File: config.mk
export PLATFORM = sky130hd
export DESIGN_NAME = battery_charge_mode_controller_core
export DESIGN_NICKNAME = d
export VERILOG_FILES = /design/src/hw/rtl/bcmc_pkg.sv /design/src/hw/rtl/bcmc_rules.sv /design/src/hw/rtl/battery_charge_mode_controller_core.sv
export SDC_FILE = /design/constraint.sdc
export NUM_CORES = 1
export LEC_CHECK = 0
export BUFFER_PORTS_ARGS = -buffer_cell sky130_fd_sc_hd__buf_2
export CAP_MARGIN = 5
export CORE_AREA = 2 2 172 174
export DETAILED_ROUTE_END_ITERATION = 12
export DIE_AREA = 0 0 174 176
export GPL_TIMING_DRIVEN = 0
export PLACE_DENSITY = 0.69
export SLEW_MARGIN = 25
export SYNTH_ARGS = -nofsm -noshare
export SYNTH_HDL_FRONTEND = slang
export SYNTH_SLANG_ARGS = --single-unit
File: constraint.sdc
create_clock -name clk_i -period 13.8 [get_ports clk_i]
set_clock_uncertainty 0.1 [all_clocks]
set_input_delay 1.38 -clock clk_i [delete_from_list [all_inputs] [get_ports clk_i]]
set_output_delay 1.38 -clock clk_i [all_outputs]
set_load 0.02 [all_outputs]
File: src/hw/rtl/bcmc_pkg.sv
// Shared types, register indexes and constants of the charge mode controller.
package bcmc_pkg;

  localparam int unsigned CellCount  = 4;
  localparam int unsigned MvW        = 13;
  localparam int unsigned MaW        = 18;
  localparam int unsigned CurW       = 19;
  localparam int unsigned CfgIdxW    = 3;
  localparam int unsigned CfgDataW   = 18;
  localparam int unsigned InDataW    = 112;
  localparam int unsigned OutDataW   = 16;

  // Fixed thresholds of the balancing rules
  localparam logic [MvW-1:0] BalanceStartMv  = 13'd4100;
  localparam logic [MvW-1:0] BalanceWindowMv = 13'd10;

  // Configuration register indexes
  localparam logic [CfgIdxW-1:0] RegFaultMasks    = 3'd0;
  localparam logic [CfgIdxW-1:0] RegDeepSleepMv   = 3'd1;
  localparam logic [CfgIdxW-1:0] RegRecoveryMv    = 3'd2;
  localparam logic [CfgIdxW-1:0] RegRechargeMv    = 3'd3;
  localparam logic [CfgIdxW-1:0] RegFullMv        = 3'd4;
  localparam logic [CfgIdxW-1:0] RegMaxDeltaMv    = 3'd5;
  localparam logic [CfgIdxW-1:0] RegNoiseFloorMa  = 3'd6;
  localparam logic [CfgIdxW-1:0] RegTailCurrentMa = 3'd7;

  // Register reset values
  localparam logic [15:0]    FaultMasksRst    = 16'hF00F;
  localparam logic [MvW-1:0] DeepSleepMvRst   = 13'd2800;
  localparam logic [MvW-1:0] RecoveryMvRst    = 13'd3000;
  localparam logic [MvW-1:0] RechargeMvRst    = 13'd4000;
  localparam logic [MvW-1:0] FullMvRst        = 13'd4150;
  localparam logic [MvW-1:0] MaxDeltaMvRst    = 13'd30;
  localparam logic [MaW-1:0] NoiseFloorMaRst  = 18'd100;
  localparam logic [MaW-1:0] TailCurrentMaRst = 18'd200;

  typedef enum logic [3:0] {
    ModeBoot        = 4'd0,
    ModeIdle        = 4'd1,
    ModeFullIdle    = 4'd2,
    ModeRecovery    = 4'd3,
    ModeBulk        = 4'd4,
    ModeBalancing   = 4'd5,
    ModeDischarging = 4'd6,
    ModeSleep       = 4'd7,
    ModeLimp        = 4'd8,
    ModeFault       = 4'd9
  } mode_e;

  typedef struct packed {
    logic [15:0]    fault_masks;
    logic [MvW-1:0] deep_sleep_mv;
    logic [MvW-1:0] recovery_limit_mv;
    logic [MvW-1:0] recharge_mv;
    logic [MvW-1:0] full_mv;
    logic [MvW-1:0] max_delta_mv;
    logic [MaW-1:0] noise_floor_ma;
    logic [MaW-1:0] tail_current_ma;
  } cfg_t;

  typedef struct packed {
    logic [7:0]                 fault_flags;
    logic [MvW-1:0]             min_cell_mv;
    logic [MvW-1:0]             max_cell_mv;
    logic signed [CurW-1:0]     pack_current_ma;
    logic                       charger_present;
    logic [CellCount*MvW-1:0]   cell_voltages_packed;
  } item_t;

  typedef struct packed {
    mode_e          mode;
    logic           charge_relay;
    logic           discharge_relay;
    logic           recovery_relay;
    logic [3:0]     balance_mask;
  } ctrl_t;

endpackage

File: src/hw/rtl/bcmc_rules.sv
// Mode transition and relay rules for one measurement snapshot.
module bcmc_rules import bcmc_pkg::*; (
  input  cfg_t  cfg_i,
  input  ctrl_t ctrl_i,
  input  item_t item_i,
  output ctrl_t ctrl_o
);

  logic [7:0]             hard_hit;
  logic [7:0]             soft_hit;
  logic signed [CurW:0]   cur_ext;
  logic [CurW-1:0]        mag;
  logic signed [MvW+1:0]  spread;
  logic                   deep_sleep;
  logic                   below_noise_neg;
  logic                   mag_lt_noise;
  logic                   mag_lt_tail;
  logic                   spread_gt_delta;
  logic                   spread_le_window;
  logic [MvW:0]           bal_limit;
  logic [3:0]             bal_bits;

  // Shared comparisons
  always_comb begin
    hard_hit        = item_i.fault_flags & cfg_i.fault_masks[7:0];
    soft_hit        = item_i.fault_flags & cfg_i.fault_masks[15:8];
    cur_ext         = {item_i.pack_current_ma[CurW-1], item_i.pack_current_ma};
    mag             = item_i.pack_current_ma[CurW-1] ? CurW'(-cur_ext)
                                                     : item_i.pack_current_ma;
    spread          = $signed({2'b00, item_i.max_cell_mv}) -
                      $signed({2'b00, item_i.min_cell_mv});
    deep_sleep      = (item_i.min_cell_mv <= cfg_i.deep_sleep_mv) &&
                      (ctrl_i.mode != ModeRecovery) && (ctrl_i.mode != ModeBoot);
    below_noise_neg = cur_ext < -$signed({2'b00, cfg_i.noise_floor_ma});
    mag_lt_noise    = mag < {1'b0, cfg_i.noise_floor_ma};
    mag_lt_tail     = mag < {1'b0, cfg_i.tail_current_ma};
    spread_gt_delta = spread > $signed({2'b00, cfg_i.max_delta_mv});
    spread_le_window = spread <= $signed({2'b00, BalanceWindowMv});
    bal_limit       = {1'b0, item_i.min_cell_mv} + {1'b0, BalanceWindowMv};
  end

  // Bleed every cell that sits above the window over the lowest cell
  always_comb begin
    bal_bits = '0;
    for (int i = 0; i < CellCount; i++) begin
      bal_bits[i] = {1'b0, item_i.cell_voltages_packed[i*MvW +: MvW]} > bal_limit;
    end
  end

  // Apply the rules in priority order
  always_comb begin
    ctrl_o = ctrl_i;
    if (hard_hit != '0) begin
      ctrl_o.mode            = ModeFault;
      ctrl_o.charge_relay    = 1'b0;
      ctrl_o.discharge_relay = 1'b0;
      ctrl_o.recovery_relay  = 1'b0;
      ctrl_o.balance_mask    = '0;
    end else if (soft_hit != '0) begin
      ctrl_o.mode            = ModeLimp;
      ctrl_o.charge_relay    = 1'b1;
      ctrl_o.discharge_relay = 1'b1;
      ctrl_o.recovery_relay  = 1'b0;
    end else if (deep_sleep) begin
      ctrl_o.mode            = ModeSleep;
      ctrl_o.charge_relay    = 1'b0;
      ctrl_o.discharge_relay = 1'b0;
      ctrl_o.recovery_relay  = 1'b0;
    end else begin
      unique case (ctrl_i.mode)
        ModeFault, ModeLimp, ModeBoot: begin
          if (item_i.fault_flags == '0) ctrl_o.mode = ModeIdle;
        end
        ModeIdle, ModeFullIdle: begin
          ctrl_o.charge_relay    = 1'b0;
          ctrl_o.discharge_relay = 1'b0;
          ctrl_o.recovery_relay  = 1'b0;
          if (item_i.charger_present) begin
            if (item_i.min_cell_mv < cfg_i.recovery_limit_mv) ctrl_o.mode = ModeRecovery;
            else if (item_i.max_cell_mv < cfg_i.recharge_mv) ctrl_o.mode = ModeBulk;
          end else if (below_noise_neg) begin
            ctrl_o.mode = ModeDischarging;
          end
        end
        ModeRecovery: begin
          ctrl_o.charge_relay   = 1'b0;
          ctrl_o.recovery_relay = 1'b1;
          if (!item_i.charger_present) ctrl_o.mode = ModeIdle;
          else if (item_i.min_cell_mv >= cfg_i.recovery_limit_mv) ctrl_o.mode = ModeBulk;
        end
        ModeBulk: begin
          ctrl_o.charge_relay   = 1'b1;
          ctrl_o.recovery_relay = 1'b0;
          if (!item_i.charger_present) begin
            ctrl_o.mode = ModeIdle;
          end else if (item_i.max_cell_mv >= BalanceStartMv && spread_gt_delta) begin
            ctrl_o.mode = ModeBalancing;
          end else if (item_i.max_cell_mv >= cfg_i.full_mv && mag_lt_tail) begin
            ctrl_o.mode = ModeFullIdle;
          end
        end
        ModeBalancing: begin
          ctrl_o.charge_relay = 1'b1;
          ctrl_o.balance_mask = bal_bits;
          if (!item_i.charger_present) ctrl_o.mode = ModeIdle;
          else if (spread_le_window) ctrl_o.mode = ModeBulk;
        end
        ModeDischarging: begin
          ctrl_o.discharge_relay = 1'b1;
          if (mag_lt_noise) ctrl_o.mode = ModeIdle;
        end
        ModeSleep: begin
          if (item_i.charger_present) ctrl_o.mode = ModeRecovery;
        end
        default: begin
        end
      endcase
    end
  end

endmodule

File: src/hw/rtl/battery_charge_mode_controller_core.sv
// Top level of the battery charge mode controller: stream ports, registers and state.
//
// The block takes one measurement snapshot per cycle while s_axis_tready is high and
// returns one result per snapshot: the new mode, the three relay commands and the
// cell bleed mask. A snapshot is captured in an input register, evaluated against
// the held mode in one short combinational pass, and the updated state is the result
// register that drives the output stream; a snapshot waits in the input register until
// the output side is free. The sustained rate is one item per clock while
// m_axis_tready is high. The input register keeps accepting while one result waits
// on the output side; only when both are full does s_axis_tready drop. Configuration
// registers take effect at once and are meant to be written while no item is in flight.
module battery_charge_mode_controller_core import bcmc_pkg::*; (
  input  logic                clk_i,
  input  logic                rst_ni,
  // Configuration write port
  input  logic                cfg_we_i,
  input  logic [CfgIdxW-1:0]  cfg_idx_i,
  input  logic [CfgDataW-1:0] cfg_data_i,
  // Measurement snapshots
  input  logic                s_axis_tvalid,
  output logic                s_axis_tready,
  // tdata from bit 0: fault_flags[7:0], min_cell_mv[12:0], max_cell_mv[12:0],
  // pack_current_ma[18:0], charger_present, cell_voltages_packed[51:0], 6 zero bits
  input  logic [InDataW-1:0]  s_axis_tdata,
  // Results
  output logic                m_axis_tvalid,
  input  logic                m_axis_tready,
  // tdata from bit 0: mode[3:0], charge_relay, discharge_relay, recovery_relay,
  // balance_mask[3:0], 5 zero bits
  output logic [OutDataW-1:0] m_axis_tdata
);

  cfg_t  cfg_q;
  item_t item_q;
  logic  item_valid_q;
  ctrl_t ctrl_q;
  ctrl_t ctrl_d;
  logic  out_valid_q;
  logic  out_free;
  logic  eval_go;
  logic  in_take;
  item_t item_d;

  assign out_free      = !out_valid_q || m_axis_tready;
  assign eval_go       = item_valid_q && out_free;
  assign s_axis_tready = !item_valid_q || out_free;
  assign in_take       = s_axis_tvalid && s_axis_tready;

  // Unpack the input stream
  always_comb begin
    item_d.fault_flags          = s_axis_tdata[7:0];
    item_d.min_cell_mv          = s_axis_tdata[20:8];
    item_d.max_cell_mv          = s_axis_tdata[33:21];
    item_d.pack_current_ma      = $signed(s_axis_tdata[52:34]);
    item_d.charger_present      = s_axis_tdata[53];
    item_d.cell_voltages_packed = s_axis_tdata[105:54];
  end

  // Configuration registers
  always_ff @(posedge clk_i or negedge rst_ni) begin
    if (!rst_ni) begin
      cfg_q.fault_masks       <= FaultMasksRst;
      cfg_q.deep_sleep_mv     <= DeepSleepMvRst;
      cfg_q.recovery_limit_mv <= RecoveryMvRst;
      cfg_q.recharge_mv       <= RechargeMvRst;
      cfg_q.full_mv           <= FullMvRst;
      cfg_q.max_delta_mv      <= MaxDeltaMvRst;
      cfg_q.noise_floor_ma    <= NoiseFloorMaRst;
      cfg_q.tail_current_ma   <= TailCurrentMaRst;
    end else if (cfg_we_i) begin
      unique case (cfg_idx_i)
        RegFaultMasks:    cfg_q.fault_masks       <= cfg_data_i[15:0];
        RegDeepSleepMv:   cfg_q.deep_sleep_mv     <= cfg_data_i[MvW-1:0];
        RegRecoveryMv:    cfg_q.recovery_limit_mv <= cfg_data_i[MvW-1:0];
        RegRechargeMv:    cfg_q.recharge_mv       <= cfg_data_i[MvW-1:0];
        RegFullMv:        cfg_q.full_mv           <= cfg_data_i[MvW-1:0];
        RegMaxDeltaMv:    cfg_q.max_delta_mv      <= cfg_data_i[MvW-1:0];
        RegNoiseFloorMa:  cfg_q.noise_floor_ma    <= cfg_data_i[MaW-1:0];
        RegTailCurrentMa: cfg_q.tail_current_ma   <= cfg_data_i[MaW-1:0];
        default: begin
        end
      endcase
    end
  end

  // Capture the snapshot payload
  always_ff @(posedge clk_i) begin
    if (in_take) item_q <= item_d;
  end

  // Evaluate the held snapshot against the current state
  bcmc_rules u_rules (
    .cfg_i  (cfg_q),
    .ctrl_i (ctrl_q),
    .item_i (item_q),
    .ctrl_o (ctrl_d)
  );

  // Hold valid flags and advance the state, which doubles as the result register
  always_ff @(posedge clk_i or negedge rst_ni) begin
    if (!rst_ni) begin
      item_valid_q <= 1'b0;
      out_valid_q  <= 1'b0;
      ctrl_q       <= '{mode: ModeBoot, charge_relay: 1'b0, discharge_relay: 1'b0,
                        recovery_relay: 1'b0, balance_mask: 4'b0};
    end else begin
      if (in_take)       item_valid_q <= 1'b1;
      else if (eval_go)  item_valid_q <= 1'b0;
      if (eval_go) begin
        ctrl_q      <= ctrl_d;
        out_valid_q <= 1'b1;
      end else if (m_axis_tready) begin
        out_valid_q <= 1'b0;
      end
    end
  end

  assign m_axis_tvalid = out_valid_q;
  assign m_axis_tdata  = {5'b0, ctrl_q.balance_mask, ctrl_q.recovery_relay,
                          ctrl_q.discharge_relay, ctrl_q.charge_relay, ctrl_q.mode};

endmodule
**Word level (Yosys, flattened, before mapping)**

Cells that the tools add are included.

- Add/subtract/negate cells: 4
- Order comparisons: 15
- Eq/ne operators: 27
- Multiplexer cells: 29
- Bitwise gates (word level): 2
- Reduce and logical (&&, ||, !) cells: 41

Operators with widths:

| kind | count |
|---|---|
| 2-to-1 mux 4 bit | 17 |
| > comparator 13 x 14 -> 1 bit | 4 |
| < comparator 19 x 18 -> 1 bit | 2 |
| one-hot mux 4 bit (7 select lines) | 1 |
| greater-or-equal comparator 13 bit | 2 |
| < comparator 13 bit | 2 |
| AND reduction 2 bit | 11 |
| < comparator 19 x 20 -> 1 bit | 1 |
| negator 18 -> 20 bit | 1 |
| 2-to-1 mux 19 bit | 1 |
| negator 19 bit | 1 |
| != test 6 x 2 -> 1 bit (second input constant) | 3 |
| bitwise AND 8 bit | 2 |
| == test 4 x 3 -> 1 bit (second input constant) | 4 |
| nonzero test 8 bit | 2 |
| > comparator 15 x 14 -> 1 bit | 1 |
| <= comparator 15 x 5 -> 1 bit (second input constant) | 1 |
| nonzero test 5 bit | 3 |
| adder 13 x 4 -> 14 bit (second input constant) | 1 |
| 2-to-1 mux 7 bit | 2 |
| != test 7 x 2 -> 1 bit (second input constant) | 2 |
| subtractor 13 x 13 -> 14 bit | 1 |
| greater-or-equal comparator 13 bit (second input constant) | 1 |
| <= comparator 13 bit | 1 |
| 27 further kinds | 51 |

- Bits in registers: 236
- Bits of input ports: 138
- Output and inout port bits: 18
- Word-level logic and storage cells: 139

**Logic depth before layout (Yosys ltp)**

Gate-level depths: netlist of the first run.

- Depth after elaboration: 11
- Mapped depth: 20
- Mapped depth without buffers: 20

**Modules after synthesis**

From an unflattened synthesis of the first run, not the netlist that was laid out.

- Cell total of the unflattened synthesis: 1257
- Area total of the unflattened synthesis: 14348.8 um^2

By module, submodules not included:

| module | instances | cells an instance | area each (um^2) | sequential area each (um^2) |
|---|---|---|---|---|
| battery_charge_mode_controller_core | 1 | 397 | 8206.6 | 6488.7 |
| bcmc_rules | 1 | 860 | 6142.1 | 0.0 |

**Least setup slack after synthesis of the first run**

Ideal clock, no wire load.

- Path type: input port to flip-flop
- From: in m_axis_tready
- To: reg item_q[0] in the netlist's numbering (enable)
- Library setup time: 0.477 ns
- Data arrival time: 4.130 ns
- Data required time: 13.223 ns
- Slack: 9.094 ns
- Stages: 2
- Path buffers: 0
- Cell sequence: nand3b_1 > and2_1

- Cells in the longest elaborated chain, start to end: 3

Ends and longest elaborated chain:

| what | RTL line | source |
|---|---|---|
| from (decl) | battery_charge_mode_controller_core.sv:27 | `input logic m_axis_tready,` |
| logical OR 1 bit | battery_charge_mode_controller_core.sv:44 | `assign out_free = !out_valid_q \|\| m_axis_tready;` |
| logical OR 1 bit | battery_charge_mode_controller_core.sv:46 | `assign s_axis_tready = !item_valid_q \|\| out_free;` |
| logical AND 1 bit | battery_charge_mode_controller_core.sv:47 | `assign in_take = s_axis_tvalid && s_axis_tready;` |
| via in_take | battery_charge_mode_controller_core.sv:41 | `logic in_take;` |
| to (signal assigned) | battery_charge_mode_controller_core.sv:88 | `if (in_take) item_q <= item_d;` |
| to (decl) | battery_charge_mode_controller_core.sv:34 | `item_t item_q;` |

The timed path passes the listed nets, and every way through them passes these cells.
A chain may end at the register's enable or synchronous reset.

**Final worst setup path of the first run**

- From: reg cfg_q[21] in the netlist's numbering
- To: reg ctrl_q, in the netlist m_axis_tdata[2]

- Cells in the longest elaborated chain, start to end: 4
- Elaborated cells on any way between the ends: 6
- Those cells by class: add/sub: 1; order compare: 2; eq/ne: 2; reduce/logical: 1

Ends and longest elaborated chain:

| what | RTL line | source |
|---|---|---|
| from (decl) | battery_charge_mode_controller_core.sv:33 | `cfg_t cfg_q;` |
| negator 18 -> 20 bit | bcmc_rules.sv:34 | `below_noise_neg = cur_ext < -$signed({2'b00, cfg_i.noise_floor_ma});` |
| < comparator 19 x 20 -> 1 bit | bcmc_rules.sv:34 |  |
| != test 6 x 2 -> 1 bit (no source line) | -- |  |
| AND reduction 10 bit (no source line) * | -- |  |
| to (signal assigned) | battery_charge_mode_controller_core.sv:104 | `ctrl_q <= '{mode: ModeBoot, charge_relay: 1'b0, discharge_relay: 1'b0,` |
| to (signal assigned) | battery_charge_mode_controller_core.sv:110 | `ctrl_q <= ctrl_d;` |
| to (decl) | battery_charge_mode_controller_core.sv:36 | `ctrl_t ctrl_q;` |

Mark *: on every way between the ends. The rest lies on a longest branch, timed or not.

==> results_dict.tcl, run 1 <==
set metrics [dict create \
    first_global_vias 10800 \
    final_cell_mix "ha_1 (182), buf_2 (143), inv_1 (135)" \
    vias 10500 \
    grt_pass1_wl_microns 56400 \
    ys_ff_latch 236 \
    path_class "reg -> reg" \
    max_stage_delay_ns 0.41 \
    final_nets 1803 \
    num_io_pins 156 \
    layout_commonest_cell "ha_1" \
    yosysTopAreaCellShare_pct 22.4 \
    grt_overflow_total 0 \
    htreeDepth 1 \
    clock_sinks 236 \
    viasPerCell 5.55 \
    hold_ws_ns 0.375 \
    cts_buffers 27 \
    hp-class "reg -> reg" \
    synth_ff_type "edfxtp_1" \
    async_flop_share_pct 55.1 \
    cts_root_buf "clkbuf_16" \
    grt_start_max_net_pins 78 \
    cts.hold.buffers_added 0 \
    rsz0062_at_grt "false" \
    crit_fanout 4 \
    setup_violations 0 \
    dieHeight_microns 176 \
    syn_inst 1304 \
    cts_resized 0 \
    worst_setup_path_start_kind "flip-flop" \
    start_util_pct 49.9 \
    die-width_microns 174 \
    place_hpwl_microns 26500 \
    fill_cells 2488 \
    post-cts-setup-buffers 0 \
    synthToLayoutAreaGrowth_pct 15.8 \
    hold_violations 0 \
    leakage_uw 0.00721 \
    final_max_slew_viol_count 0 \
    yosysUniqueCellTypes 79 \
    cp_slowest_cell "dfrtp_1" \
    clk_pin_slew_ns 0.06 \
    worst_ir_drop_vdd_uv 101 \
    min_period_ns 4.90 \
    status "completed" \
    syn_area_sq_um 14200 \
    slew_headroom_pct 31.1 \
    fmax_ghz 0.204 \
    regToRegSetupSlack_ns 8.90 \
    worst_slew_pin_slew_ns 1.03 \
    drv_cap 0 \
    totalWireLength_microns 35400 \
    yosys_warnings 0 \
    synth-seq-area-share_pct 45.6 \
    portBuffers 142 \
    critPathArrivalTime_ns 5.25 \
    yosysTopAreaCell "edfxtp_1" \
    cpMostUsedCell "or3_1" \
    antenna_found_initial 0 \
    grt_util_all_layers_pct 23.4 \
    path_buf_inv 0 \
    clock_path_buffers 3 \
    coreArea_sq_um 28500 \
    rows 62 \
    drc 0 \
    worstPathCellList "nor2_2 -> nand3_2 -> nor2_2 -> nand3_1 -> or3_1 -> or3_1 -> or3_1 -> or3_4 -> nor3_2 -> xnor2_1 -> ha_1 -> a21oi_1 -> nor2b_1 -> a221oi_1 -> a211oi_1 -> mux2i_1 -> o211a_1 -> nand3_1 -> o21ai_4 -> mux2i_1" \
    finalCritPeriodShare_pct 35.5 \
    fin_ws_ns 8.90 \
    powerDensity_nw_per_um2 139 \
    end_kind "flip-flop" \
    dieArea_sq_um 30600 \
    detail-route-antenna-nets 0 \
    antenna_cells 0 \
    synthTopCellsByArea "edfxtp_1 (22%), ha_1 (16%), dfrtp_1 (15%)" \
    cts_tree "built" \
    setup-tns-final_ns 0 \
    dp_slack_ns 8.84 \
    wire_per_inst_microns 18.7 \
    layout-drive-gt1-share_pct 23.2 \
    avgSynthCellArea_sq_um 10.9 \
    cp.required_ns 14.15 \
    cp_top_family "simple AND/OR/NAND/NOR gates" \
    clock_latency_ns 0.55 \
    synth_edf_count 106 \
    gp_congestion 0.877 \
    firstDrtPassIters 7 \
    drt_iter0_drc 630 \
]
[worst register-to-register path, stage by stage (launching register included)]
cell	delay, ns
dfrtp_1	0.41
nor2_2	0.16
nand3_2	0.11
nor2_2	0.12
nand3_1	0.12
or3_1	0.35
or3_1	0.36
or3_1	0.36
or3_4	0.37
nor3_2	0.13
xnor2_1	0.15
ha_1	0.28
a21oi_1	0.16
nor2b_1	0.15
a221oi_1	0.08
a211oi_1	0.30
mux2i_1	0.30
o211a_1	0.21
nand3_1	0.13
o21ai_4	0.25
mux2i_1	0.22
[final cells by class]
class / instances / area, sq um / area share (%)
Multi-Input combinational cell: 910 / 7140 / 43.3
Sequential cell: 236 / 6490 / 39.4
Clock buffer: 41 / 802 / 4.87
Timing Repair Buffer: 145 / 788 / 4.78
Inverter: 135 / 507 / 3.07
Tap cell: 384 / 480 / 2.92
Clock inverter: 9 / 155 / 0.941
Buffer: 27 / 123 / 0.744
[synth_stat cells, drive strengths merged (5+ instances only)]
library cell and count:
inv 135, dfrtp 88, dfstp 42, a22oi 10, a21oi 65, o31ai 10
nand3 27, edfxtp 106, nor2 38, ha 182, o211ai 5, nor2b 26
xor2 5, mux2 83, nor3 19, and2 8, clkbuf 20, nor4 13
buf 7, a211oi 21, o21a 8, o21ai 94, or4 7, nand4 28
mux2i 6, a31oi 7, or2 5, a21o 14, nand2b 20, xnor2 45
nand2 94, or3 9
[worst paths after layout]
check                                  endpoint             from  cells after the start
min in group asynchronous             cfg_q[62]           rst_ni                      1
worst min-delay path            m_axis_tdata[8]  m_axis_tdata[8]                      2
worst min register to register  m_axis_tdata[8]  m_axis_tdata[8]                      2
worst max-delay path            m_axis_tdata[2]        cfg_q[21]                     20
max in group asynchronous            cfg_q[116]           rst_ni                      2
worst max register to register  m_axis_tdata[2]        cfg_q[21]                     20
[registers in the layout, indices dropped and copies added, names as in the netlist]
name	flops
cfg_q	117
item_q	106
m_axis_tdata	11
item_valid_q	1
m_axis_tvalid	1
[metrics by stage]
stage	area (sq um)	util (%)	std cells	total power (uW)
final	16500	57.7	1887	2280
after floorplan	14200	-	1308	1340
after detailed placement	15500	54.4	1837	1530
after global placement	15400	54.1	1834	1500
after global routing	16500	57.7	1887	2420
after CTS	16500	57.7	1887	2300
[kinds of logic (layout without fill, tap and decap cells)]
logic type | count (synthesis) | in the layout | synth area share (%)
AOI/OAI and AO/OA | 269 | 269 | 11.9
DFF | 236 | 236 | 45.6
muxes | 89 | 89 | 6.99
other | 1 | 5 | 0.0263
xor gates and xnor gates | 50 | 50 | 3.13
adders and majority gates | 183 | 183 | 16.1
buffers and inverters | 162 | 357 | 4.42
and+or+nand+nor | 314 | 314 | 11.8
[report_power, final]
group          internal (uW)  switching, uW
Clock                    474            287
Combinational            259            336
Sequential               861           66.9
[per-layer routing]
metal / wire (microns) / GRT usage, %
met1: 16300 / 32.7
met2: 15700 / 37.6
met3: 2060 / 3.27
met4: 1240 / 7.77
met5: 0 / 0
Note: power is estimated with default switching activity, not from simulation.
==> inputs of run 2 (changes only) <==
--- a/config.mk
+++ b/config.mk
@@ -11,7 +11,7 @@
 export DETAILED_ROUTE_END_ITERATION = 12
 export DIE_AREA = 0 0 174 176
 export GPL_TIMING_DRIVEN = 0
-export PLACE_DENSITY = 0.69
+export PLACE_DENSITY = 0.72
 export SLEW_MARGIN = 25
 export SYNTH_ARGS = -nofsm -noshare
 export SYNTH_HDL_FRONTEND = slang
==> constraint.sdc (replaced) <==
create_clock -name clk_i -period 4.3 [get_ports clk_i]
set_clock_uncertainty 0.1 [all_clocks]
set_input_delay 0.43 -clock clk_i [delete_from_list [all_inputs] [get_ports clk_i]]
set_output_delay 0.43 -clock clk_i [all_outputs]
set_load 0.02 [all_outputs]
==> run 2 against run 1 <==
  * The run now ends with setup timing left
  * Combinational power increased to 3.4 times the previous value
  * Clock power increased to 3.1 times the previous value
  * Worst setup slack got worse by 9.3 ns
  * Sequential share of layout area decreased by 2.9 points
  * Utilization increased by 4.5 points
  * Sequential power increased to 3.2 times the previous value
==> results_dict.tcl, run 2 (synthesized netlist as in run 1, its figures left out) <==
set metrics [dict create \
    largest_register_ffs 117 \
    min_path_cells 2 \
    crit_fanout 4 \
    hold_violations 0 \
    fin_area_sq_um 17800 \
    clock_latency_ns 0.55 \
    totalWireLength_microns 37900 \
    grt_overflow_total 0 \
    place_hpwl_microns 26000 \
    cts_tree "built" \
    cp_slowest_cell "or3_4" \
    largest_register "cfg_q" \
    rsz0062_at_grt "true" \
    layout-drive-gt1-share_pct 24.0 \
    cts_root_buf "clkbuf_16" \
    path_class "reg -> reg" \
    worst_setup_path_start_kind "flip-flop" \
    htreeDepth 1 \
    gp_congestion 0.871 \
    fin_ws_ns -0.375 \
    drt_iter0_drc 623 \
    hp-class "in -> reg" \
    drv_cap 0 \
    grt_util_all_layers_pct 24.4 \
    crit_cells 19 \
    cts_buffers 27 \
    worst_slew_pin_slew_ns 0.988 \
    min_period_ns 4.68 \
    end_kind "flip-flop" \
    dieHeight_microns 176 \
    antenna_cells 0 \
    post-route-util_pct 62.2 \
    slew_headroom_pct 33.6 \
    finalCritPeriodShare_pct 109 \
    clk_pin_slew_ns 0.06 \
    clock_path_buffers 3 \
    antenna_found_initial 0 \
    cpMostUsedCell "or3_4" \
    first_global_vias 11400 \
    num_io_pins 156 \
    status "complete, but fails checks" \
    vias 11200 \
    path_buf_inv 1 \
    dp_slack_ns -0.643 \
    fmax_ghz 0.214 \
    final_nets 1922 \
    die-width_microns 174 \
    clock_sinks 236 \
    viasPerCell 5.60 \
    rows 62 \
    failed_checks "setup timing" \
    fill_cells 2252 \
    synthToLayoutAreaGrowth_pct 24.8 \
    detail-route-antenna-nets 0 \
    drc 0 \
    powerDensity_nw_per_um2 418 \
    setup_violations 4 \
    final_cell_mix "ha_1 (180), buf_2 (143), inv_1 (133)" \
    worstPathCellList "inv_2 -> ha_4 -> nand4_1 -> or3_4 -> or3_4 -> or3_4 -> nor3_4 -> nand2_2 -> nor2_2 -> xnor2_1 -> ha_1 -> nand2_2 -> a2111oi_4 -> a211oi_2 -> mux2i_1 -> o211a_1 -> nand3_2 -> o21ai_4 -> mux2i_1" \
    grt_start_max_net_pins 95 \
    postPlaceCellArea_sq_um 15500 \
    portBuffers 142 \
    grt_pass1_wl_microns 59500 \
    cp.required_ns 4.64 \
    firstDrtPassIters 6 \
    max_stage_delay_ns 0.42 \
    final_max_slew_viol_count 0 \
    layout_commonest_cell "ha_1" \
    wire_per_inst_microns 18.9 \
    seq_area_sq_um 6490 \
    coreArea_sq_um 28500 \
    worst_ir_drop_vdd_uv 343 \
    worst-r2r-cell-count 19 \
    start_util_pct 49.9 \
    multi_input_area_sq_um 7300 \
    critPathArrivalTime_ns 5.02 \
    leakage_uw 0.00774 \
    dieArea_sq_um 30600 \
    cp_top_family "simple AND/OR/NAND/NOR gates" \
    hold_ws_ns 0.0703 \
]
## run 2: worst reg2reg max path, stage by stage (launching register included)
cell,delay [ns]
dfrtp_1,0.41
inv_2,0.10
ha_4,0.15
nand4_1,0.12
or3_4,0.42
or3_4,0.40
or3_4,0.41
nor3_4,0.21
nand2_2,0.09
nor2_2,0.13
xnor2_1,0.11
ha_1,0.30
nand2_2,0.08
a2111oi_4,0.34
a211oi_2,0.13
mux2i_1,0.28
o211a_1,0.23
nand3_2,0.10
o21ai_4,0.22
mux2i_1,0.25
## run 2: power breakdown
part / switching [uW] / total [uW] / internal (uW)
sequential: 230 / 2990 / 2760
clock: 976 / 2370 / 1400
combinational: 1130 / 2050 / 926
total: 2330 / 7420 / 5090
## run 2: repair_timing
action                                  in CTS  in global routing
pin swaps                                   13                 21
hold endpoints to repair                   143                  0
cloned                                       0                  0
buffers inserted                            10                  5
endpoints found under the setup margin       4                  4
hold buffers                               108                  0
gates resized for setup                     10                 23
## run 2: through the flow
stage	std cells	TNS [ns]	power [uW]
floorplan	1308	0	4320
global placement	1834	-38.36	4810
detailed placement	1836	-2.30	4900
CTS	2004	-2.21	7380
global route	2006	-2.21	7850
finish	2006	-1.27	7420
## run 2: path summary, 6_finish.rpt
kind                            startpoint         endpoint  slack [ns]
max                              cfg_q[18]  m_axis_tdata[2]       -0.38
min                         cfg_data_i[16]        cfg_q[16]        0.07
max reg2reg                      cfg_q[18]  m_axis_tdata[2]       -0.38
min reg2reg                m_axis_tdata[4]  m_axis_tdata[4]        0.37
max in group asynchronous           rst_ni       cfg_q[116]        3.06
min in group asynchronous           rst_ni        cfg_q[64]        0.24
## run 2: per-layer routing
layer  vias to the layer above  share of wire (%)  global-route usage (%)
li1                       5355                  -                       -
met2                       364                 49                    43.0
met3                        84                5.4                    3.06
met5                         -                  0                       0
met1                      5426                 43                    31.4
met4                         0                3.2                    8.05
## run 2: layout make-up
| type | count | area share (%) |
|---|---|---|
| Buffer | 27 | 0.690 |
| Clock buffer | 30 | 4.04 |
| Clock inverter | 20 | 1.13 |
| Inverter | 135 | 2.85 |
| Multi-Input combinational cell | 910 | 41.1 |
| Sequential cell | 236 | 36.5 |
| Tap cell | 384 | 2.70 |
| Timing Repair Buffer | 264 | 11.0 |
